$ cat src/sv/pffs_pkg.sv
`timescale 1ns / 1ps
// pffs_pkg: request and response structs, opcodes, register indexes and the
// console default palette for the palette fade/flash sequencer
// no dependencies

package pffs_pkg;

   localparam int PALETTE_ENTRIES_DEF = 16;
   localparam int MAX_STEPS_DEF       = 15;
   localparam int DEFAULT_COUNT       = 16;

   localparam int CSR_IDX_W = 2;
   localparam logic [CSR_IDX_W-1:0] CSR_BLEND_HOLD = 2'd0;
   localparam logic [CSR_IDX_W-1:0] CSR_FLASH_HOLD = 2'd1;

   localparam logic [15:0] BLEND_HOLD_RESET = 16'd20;
   localparam logic [15:0] FLASH_HOLD_RESET = 16'd50;

   localparam logic [2:0] OP_SET    = 3'd0;
   localparam logic [2:0] OP_BLEND  = 3'd1;
   localparam logic [2:0] OP_BLEND2 = 3'd2;
   localparam logic [2:0] OP_FLASH  = 3'd3;
   localparam logic [2:0] OP_FLASH2 = 3'd4;
   localparam logic [2:0] OP_RESET  = 3'd5;

   // [0] red, [1] green, [2] blue
   typedef logic [2:0][7:0] color_type;

   typedef struct packed {
      logic [2:0] opcode;
      logic [3:0] entry_index;
      logic [3:0] step_count;
      logic [7:0] red_a;
      logic [7:0] green_a;
      logic [7:0] blue_a;
      logic [7:0] red_b;
      logic [7:0] green_b;
      logic [7:0] blue_b;
   } req_type;

   typedef struct packed {
      logic [3:0]  write_index;
      logic [7:0]  write_red;
      logic [7:0]  write_green;
      logic [7:0]  write_blue;
      logic [15:0] hold_ms;
      logic        last_write;
   } rsp_type;

   function automatic color_type default_color(input logic [3:0] idx);
      color_type c;
      case (idx)
         4'd0: c = {8'h00, 8'h00, 8'h00};
         4'd1: c = {8'h00, 8'h00, 8'hAA};
         4'd2: c = {8'h00, 8'hAA, 8'h00};
         4'd3: c = {8'h00, 8'h55, 8'hAA};
         4'd4: c = {8'hAA, 8'h00, 8'h00};
         4'd5: c = {8'hAA, 8'h00, 8'hAA};
         4'd6: c = {8'hAA, 8'hAA, 8'h00};
         4'd7: c = {8'hAA, 8'hAA, 8'hAA};
         4'd8: c = {8'h55, 8'h55, 8'h55};
         4'd9: c = {8'h55, 8'h55, 8'hFF};
         4'd10: c = {8'h55, 8'hFF, 8'h55};
         4'd11: c = {8'h55, 8'hFF, 8'hFF};
         4'd12: c = {8'hFF, 8'h55, 8'h55};
         4'd13: c = {8'hFF, 8'h55, 8'hFF};
         4'd14: c = {8'hFF, 8'hFF, 8'h55};
         default: c = {8'hFF, 8'hFF, 8'hFF};
      endcase
      return c;
   endfunction

endpackage

$ cat src/sv/palette_fade_flash_sequencer_top.sv
`timescale 1ns / 1ps
// set, reset, nonzero-step flash and zero-step blends go from idle to the direct state,
// which registers the write; other blends pass through load and divide states first;
// flash and reset then write every cycle. Each blend write runs 3 components, each a load
// then a 12-bit restoring divide. Busy until the last write; start is taken only when idle.
// sync active-high reset clears control state, hold registers go to 20 ms and 50 ms
// depends on pffs_pkg

module palette_fade_flash_sequencer_top
   import pffs_pkg::*;
#(
   parameter int PALETTE_ENTRIES = PALETTE_ENTRIES_DEF,
   parameter int MAX_STEPS       = MAX_STEPS_DEF
) (
   input  logic                 clock,
   input  logic                 reset,
   input  logic                 start,
   output logic                 busy,
   input  req_type              req_data,
   output logic                 rsp_strobe,
   output rsp_type              rsp_data,
   input  logic                 csr_valid,
   output logic                 csr_ready,
   input  logic [CSR_IDX_W-1:0] csr_index,
   input  logic [15:0]          csr_wdata
);

   localparam int RST_COUNT = (PALETTE_ENTRIES < DEFAULT_COUNT) ? PALETTE_ENTRIES
                                                               : DEFAULT_COUNT;
   localparam logic [3:0] RST_LAST  = 4'(RST_COUNT - 1);
   localparam logic [3:0] STEPS_MAX = 4'(MAX_STEPS);
   localparam int DIV_W = 12;
   localparam logic [3:0] DIV_LAST = 4'(DIV_W - 1);

   typedef enum logic [1:0] {S_IDLE, S_DIRECT, S_LOAD, S_DIV} state_type;

   state_type   state_ff;
   logic        rsp_strobe_ff;
   rsp_type     rsp_ff;
   logic [15:0] blend_hold_ff;
   logic [15:0] flash_hold_ff;

   logic [2:0]  op_ff;
   logic [3:0]  idx_ff;
   logic [3:0]  steps_ff;
   color_type   a_ff;
   color_type   b_ff;
   logic        phase_ff;
   logic [3:0]  i_ff;
   logic        pick_ff;
   logic [1:0]  comp_ff;
   color_type   mix_ff;

   logic        neg_ff;
   logic [7:0]  first_ff;
   logic [DIV_W-1:0] div_num_ff;
   logic [3:0]  div_rem_ff;
   logic [3:0]  div_cnt_ff;

   // request decode
   logic [3:0]  steps_sat;
   logic        idx_ok;
   state_type   go_state;

   // per-write sequencing
   color_type   first_c;
   color_type   second_c;
   color_type   direct_c;
   logic        lop;
   logic        single;
   logic        last_w;
   logic        nxt_phase;
   logic [3:0]  nxt_i;
   logic        nxt_pick;
   logic [15:0] hold_c;

   // shared divider and lerp
   logic [7:0]  ld_first;
   logic [7:0]  ld_second;
   logic [7:0]  ld_absd;
   logic [DIV_W-1:0] ld_prod;
   logic [4:0]  rem_sh;
   logic        q_bit;
   logic [3:0]  div_rem_in;
   logic [DIV_W-1:0] div_num_in;
   logic [7:0]  mix_val;
   color_type   mix_in;

   rsp_type     emit_direct;
   rsp_type     emit_mix;

   always_comb begin
      steps_sat = (req_data.step_count > STEPS_MAX) ? STEPS_MAX : req_data.step_count;
      idx_ok = int'(req_data.entry_index) < PALETTE_ENTRIES;
      go_state = S_IDLE;
      case (req_data.opcode)
         OP_RESET: go_state = S_DIRECT;
         OP_SET: go_state = idx_ok ? S_DIRECT : S_IDLE;
         OP_BLEND, OP_BLEND2: begin
            if (idx_ok) go_state = (steps_sat == 4'd0) ? S_DIRECT : S_LOAD;
         end
         OP_FLASH, OP_FLASH2: begin
            if (idx_ok && steps_sat != 4'd0) go_state = S_DIRECT;
         end
         default: go_state = S_IDLE;
      endcase
   end

   always_comb begin
      // second half of a there-and-back command swaps the colors
      first_c  = phase_ff ? b_ff : a_ff;
      second_c = phase_ff ? a_ff : b_ff;
      single   = !(op_ff == OP_BLEND2 || op_ff == OP_FLASH2);
      nxt_phase = phase_ff;
      nxt_i     = i_ff;
      nxt_pick  = pick_ff;
      case (op_ff)
         OP_RESET: begin
            lop = (i_ff == RST_LAST);
            direct_c = default_color(i_ff);
            hold_c = 16'd0;
            nxt_i = i_ff + 4'd1;
         end
         OP_BLEND, OP_BLEND2: begin
            // zero steps also ends the phase on its only write
            lop = (i_ff == steps_ff);
            direct_c = first_c;
            hold_c = blend_hold_ff;
            if (lop) begin
               nxt_phase = 1'b1;
               nxt_i = 4'd0;
            end else begin
               nxt_i = i_ff + 4'd1;
            end
         end
         OP_FLASH, OP_FLASH2: begin
            lop = pick_ff && (i_ff == steps_ff - 4'd1);
            direct_c = pick_ff ? second_c : first_c;
            hold_c = flash_hold_ff;
            nxt_pick = !pick_ff;
            if (pick_ff) begin
               if (lop) begin
                  nxt_phase = 1'b1;
                  nxt_i = 4'd0;
               end else begin
                  nxt_i = i_ff + 4'd1;
               end
            end
         end
         default: begin
            lop = 1'b1;
            direct_c = a_ff;
            hold_c = 16'd0;
         end
      endcase
      last_w = lop && (single || phase_ff);
   end

   always_comb begin
      ld_first  = first_c[comp_ff];
      ld_second = second_c[comp_ff];
      ld_absd   = (ld_second >= ld_first) ? ld_second - ld_first : ld_first - ld_second;
      ld_prod   = DIV_W'(ld_absd) * DIV_W'(i_ff);

      rem_sh     = {div_rem_ff, div_num_ff[DIV_W-1]};
      q_bit      = rem_sh >= {1'b0, steps_ff};
      div_rem_in = q_bit ? 4'(rem_sh - {1'b0, steps_ff}) : rem_sh[3:0];
      div_num_in = {div_num_ff[DIV_W-2:0], q_bit};

      // quotient never exceeds the color difference, so 8 bits suffice
      mix_val = neg_ff ? first_ff - div_num_in[7:0] : first_ff + div_num_in[7:0];
      mix_in = mix_ff;
      mix_in[comp_ff] = mix_val;
   end

   always_comb begin
      emit_direct.write_index = (op_ff == OP_RESET) ? i_ff : idx_ff;
      emit_direct.write_red   = direct_c[0];
      emit_direct.write_green = direct_c[1];
      emit_direct.write_blue  = direct_c[2];
      emit_direct.hold_ms     = hold_c;
      emit_direct.last_write  = last_w;
      emit_mix = emit_direct;
      emit_mix.write_red   = mix_in[0];
      emit_mix.write_green = mix_in[1];
      emit_mix.write_blue  = mix_in[2];
   end

   always_ff @(posedge clock) begin
      if (reset) begin
         state_ff      <= S_IDLE;
         rsp_strobe_ff <= 1'b0;
         blend_hold_ff <= BLEND_HOLD_RESET;
         flash_hold_ff <= FLASH_HOLD_RESET;
      end else begin
         rsp_strobe_ff <= 1'b0;
         if (csr_valid) begin
            case (csr_index)
               CSR_BLEND_HOLD: blend_hold_ff <= csr_wdata;
               CSR_FLASH_HOLD: flash_hold_ff <= csr_wdata;
               default: ;
            endcase
         end
         case (state_ff)
            S_IDLE: begin
               if (start) begin
                  op_ff    <= req_data.opcode;
                  idx_ff   <= req_data.entry_index;
                  steps_ff <= steps_sat;
                  a_ff     <= {req_data.blue_a, req_data.green_a, req_data.red_a};
                  b_ff     <= {req_data.blue_b, req_data.green_b, req_data.red_b};
                  phase_ff <= 1'b0;
                  i_ff     <= 4'd0;
                  pick_ff  <= 1'b0;
                  comp_ff  <= 2'd0;
                  state_ff <= go_state;
               end
            end
            S_DIRECT: begin
               rsp_strobe_ff <= 1'b1;
               rsp_ff   <= emit_direct;
               phase_ff <= nxt_phase;
               i_ff     <= nxt_i;
               pick_ff  <= nxt_pick;
               if (last_w) state_ff <= S_IDLE;
            end
            S_LOAD: begin
               neg_ff     <= ld_second < ld_first;
               first_ff   <= ld_first;
               div_num_ff <= ld_prod;
               div_rem_ff <= 4'd0;
               div_cnt_ff <= 4'd0;
               state_ff   <= S_DIV;
            end
            S_DIV: begin
               div_num_ff <= div_num_in;
               div_rem_ff <= div_rem_in;
               div_cnt_ff <= div_cnt_ff + 4'd1;
               if (div_cnt_ff == DIV_LAST) begin
                  mix_ff <= mix_in;
                  if (comp_ff == 2'd2) begin
                     rsp_strobe_ff <= 1'b1;
                     rsp_ff   <= emit_mix;
                     phase_ff <= nxt_phase;
                     i_ff     <= nxt_i;
                     comp_ff  <= 2'd0;
                     state_ff <= last_w ? S_IDLE : S_LOAD;
                  end else begin
                     comp_ff  <= comp_ff + 2'd1;
                     state_ff <= S_LOAD;
                  end
               end
            end
            default: state_ff <= S_IDLE;
         endcase
      end
   end

   assign busy       = (state_ff != S_IDLE);
   assign rsp_strobe = rsp_strobe_ff;
   assign rsp_data   = rsp_ff;
   assign csr_ready  = 1'b1;

   a_strobe_while_busy: assert property (@(posedge clock) disable iff (reset)
      rsp_strobe |-> $past(busy))
      else $error("write strobed without a request in progress");

   a_last_ends_request: assert property (@(posedge clock) disable iff (reset)
      rsp_strobe && rsp_data.last_write |-> !busy)
      else $error("still busy after the final write");

   a_idle_only_after_last: assert property (@(posedge clock) disable iff (reset)
      !$past(reset) && $fell(busy) |-> rsp_strobe && rsp_data.last_write)
      else $error("request ended without a final write");

   a_div_rem_range: assert property (@(posedge clock) disable iff (reset)
      state_ff == S_DIV |-> {1'b0, div_rem_ff} < {1'b0, steps_ff})
      else $error("divider remainder out of range");

endmodule
$ cat config.mk
export PLATFORM = sky130hd
export DESIGN_NAME = palette_fade_flash_sequencer_top
export DESIGN_NICKNAME = d
export VERILOG_FILES = /design/src/sv/pffs_pkg.sv /design/src/sv/palette_fade_flash_sequencer_top.sv
export SDC_FILE = /design/constraint.sdc
export NUM_CORES = 1
export LEC_CHECK = 0
export ABC_AREA = 1
export BUFFER_PORTS_ARGS = -buffer_cell sky130_fd_sc_hd__buf_4
export CAP_MARGIN = 20
export CORE_MARGIN = 2
export CORE_UTILIZATION = 50
export DETAILED_ROUTE_END_ITERATION = 8
export GPL_ROUTABILITY_DRIVEN = 0
export GPL_TIMING_DRIVEN = 0
export MAX_ROUTING_LAYER = met4
export PLACE_DENSITY = 0.69
export SKIP_CTS_REPAIR_TIMING = 1
export SLEW_MARGIN = 25
export SYNTH_ARGS = -nofsm -noshare
export SYNTH_HDL_FRONTEND = slang
export SYNTH_SLANG_ARGS = --single-unit
$ cat constraint.sdc
create_clock -name clock -period 6.2 [get_ports clock]
set_input_delay 1.55 -clock clock [delete_from_list [all_inputs] [get_ports clock]]
set_output_delay 1.55 -clock clock [all_outputs]
set_load 0.05 [all_outputs]
==> results_dict.tcl <==
set metrics [dict create \
    outcome "completed" \
    cts_sinks 205 \
    finalSetupViolations 0 \
    min_period_over_period_pct 95.8 \
    clk_pin_slew_ps 60 \
    row_count 56 \
    endpoint_kind "flip-flop" \
    worst-setup-path-type "reg -> reg" \
    drc_errors 0 \
    hold_path_depth 2 \
    die_area_um2 24800 \
    required_ps 6470 \
    min_path_type "reg -> reg" \
    avgSynthCellArea_um2 8.70 \
    htreeDepth 1 \
    fin_area_um2 14400 \
    synth.distinct_cells 53 \
    critPathTopFamily "adder cells" \
    io_pins 129 \
    max_slew_margin_pct 48.5 \
    syn_area_um2 11800 \
    final_core_util_pct 61.5 \
    finalMaxSlewViolations 0 \
    cts.path.max_buffers 3 \
    synth_top_cell_by_area "edfxtp_1" \
    die_height_um 158 \
    max_cap_violations 0 \
    vias_per_cell 5.49 \
    area_growth_pct 21.9 \
    critical_path.reg2reg.startpoint "phase_ff$_SDFFCE_PP0P_" \
    cts_tree "yes" \
    worstHoldStart "flash_hold_ff[2]$_SDFFE_PP0P_" \
    setup_slack_ps 262 \
    clk_latency_ps 520 \
    overflow 0 \
    seq_area_frac_synth_pct 48.8 \
    initial_core_util_pct 50.5 \
    worstSetupStartpointType "flip-flop" \
    timing.critical_path.from "phase_ff$_SDFFCE_PP0P_" \
    yosys.area.top_type_share_pct 42.1 \
    dp_cells 1812 \
    place_ws_ps -1040 \
    drtPass1Iterations 7 \
    drive_above_1_share_pct 18.3 \
    wl_per_cell_um 17.2 \
    reg2reg_to "div_num_ff[9]$_DFFE_PP_" \
    worstPathArrival_ps 6210 \
    die_width_um 158 \
    fin_nets 1681 \
    hold_violations 0 \
    numCtsBuffers 23 \
    first_global_vias 9415 \
    core_area_um2 23300 \
    grt_usage_pct 26.5 \
    cpMostUsedCell "inv_1" \
    port-buffer-count 127 \
    placed_cell_area_um2 13300 \
    synth_nets 1505 \
    fillers 2014 \
    fmax_mhz 168 \
    max_stage_delay_ps 550 \
    tightest_slew_ps 766 \
    grt_max_degree 26 \
    hold_end "flash_hold_ff[2]$_SDFFE_PP0P_" \
    multiInputGateArea_um2 5310 \
    ff2ff_path_depth 26 \
    cp_slowest_cell "fa_1" \
    crit_fanout 10 \
    synth_area_leaders "edfxtp_1, nand2_1, o21ai_0, dfxtp_1, ha_1" \
    critPathBufInv 5 \
    finalCriticalPeriod_ps 5940 \
    via_count 10300 \
    final_antenna_net_count 0 \
    skew_ps 19.2 \
    synth_seq_cells 205 \
    grt_pass1_wl_um 49600 \
    stdcell_count 1868 \
    dp_hpwl_um 24700 \
    cts_root_buffer "clkbuf_16" \
    syn-instance-count 1355 \
    drtIter0Drc 1322 \
    antenna_found_initial 1 \
    yosysWarnings 0 \
    rrSetupSlack_ps 260 \
    register_area_um2 5760 \
    wl_um 32200 \
]
==> Yosys cell counts, drive strengths merged <==
master	instances
a22o	13
o2111ai	4
o22ai	14
nand3	53
a32o	1
clkbuf	35
dfxtp	40
ha	53
o21ai	186
mux2i	1
nor3	7
nand4	4
a21oi	51
or2	8
o221ai	16
a31oi	2
clkinv	2
inv	177
conb	1
xnor2	7
a211oi	2
nor4	1
nand3b	1
fa	16
xor2	18
o2111a	1
a21o	1
o21a	1
o31ai	2
o211ai	19
and2	3
nor2	124
nor3b	2
buf	17
nand2	307
edfxtp	165
==> sequential cells by signal, summed over array words and instances, names as in the netlist, 2 cells and up, named ones only <==
| name | flops |
|---|---|
| first_ff | 8 |
| mix_ff | 24 |
| div_num_ff | 12 |
| div_rem_ff | 4 |
| b_ff | 24 |
| a_ff | 24 |
| blend_hold_ff | 16 |
| idx_ff | 4 |
| i_ff | 4 |
| div_cnt_ff | 4 |
| flash_hold_ff | 16 |
| state_ff | 2 |
| op_ff | 3 |
| steps_ff | 4 |
| comp_ff | 2 |
| rsp_data | 45 |
==> layer usage <==
layer	share of wire (%)	wire (um)	global-route usage [%]	up-vias
li1	-	-	-	4922
met1	43	13800	37.2	4704
met2	44	14200	39.8	527
met3	8.6	2780	3.33	106
met4	4.2	1340	9.57	0
met5	0	0	-	-
==> placed cells by master, fill, tap and decap left out, drive strengths merged, types with 19 or more instances in the layout <==
cell / Yosys / routed
a21oi: 51 / 51
buf: 17 / 175
clkbuf: 35 / 61
dfxtp: 40 / 40
edfxtp: 165 / 165
ha: 53 / 53
inv: 177 / 179
nand2: 307 / 307
nand3: 53 / 53
nor2: 124 / 124
o211ai: 19 / 19
o21ai: 186 / 186
==> worst max-delay path by stage <==
stage / end / slack (ps) / cells past startpoint
floorplan: div_num_ff[10]$_DFFE_PP_ / 400 / 34
global placement: rsp_data[22]$_DFFE_PP_ / -1480 / 4
detailed placement: div_num_ff[10]$_DFFE_PP_ / -1040 / 34
CTS: div_num_ff[10]$_DFFE_PP_ / -1050 / 34
global route: div_num_ff[10]$_DFFE_PP_ / -30 / 36
finish: div_num_ff[9]$_DFFE_PP_ / 260 / 26
==> through the flow <==
step / hold WS, ps / setup TNS, ps
6_report: 449 / 0
5_1_grt: 490 / -49.8
4_1_cts: 447 / -5980
3_5_place_dp: 439 / -5820
3_3_place_gp: 434 / -71390
2_1_floorplan: 424 / 0
==> cells by family (layout without fill, tap and decap cells) <==
kind of cell | Yosys count | count (layout) | share of synthesized area, %
buffers and inverters | 231 | 424 | 7.68
muxes | 1 | 1 | 0.0850
adders and majority gates | 69 | 69 | 8.35
DFF | 205 | 205 | 48.8
xor gates and xnor gates | 25 | 25 | 1.86
and+or+nand+nor | 510 | 510 | 17.9
AOI/OAI and AO/OA | 313 | 313 | 15.2
other | 1 | 2 | 0.0318
==> cell type report <==
cell class	count	area share, %
flip-flops and latches	205	40.1
multi-input cells	919	37.0
repair buffers	151	8.23
inverters	179	4.70
clock buffers	33	4.56
well taps	319	2.78
plain buffers	52	1.93
clock inverters	9	0.723
diodes	1	0.0174
==> worst reg2reg max path, delay by kind of cell, from the launching register on <==
family                   cells  cell delay (ps)
AO/OA/AOI/OAI                7             1330
adder cells (fa/ha/maj)      4             1810
buffers and inverters        5              600
flip-flops                   1              530
AND/OR/NAND/NOR             10             1420
Power is left out: the tool's default activity adds up to more than one toggle a clock period on the data nets, which glitch-free logic cannot reach.
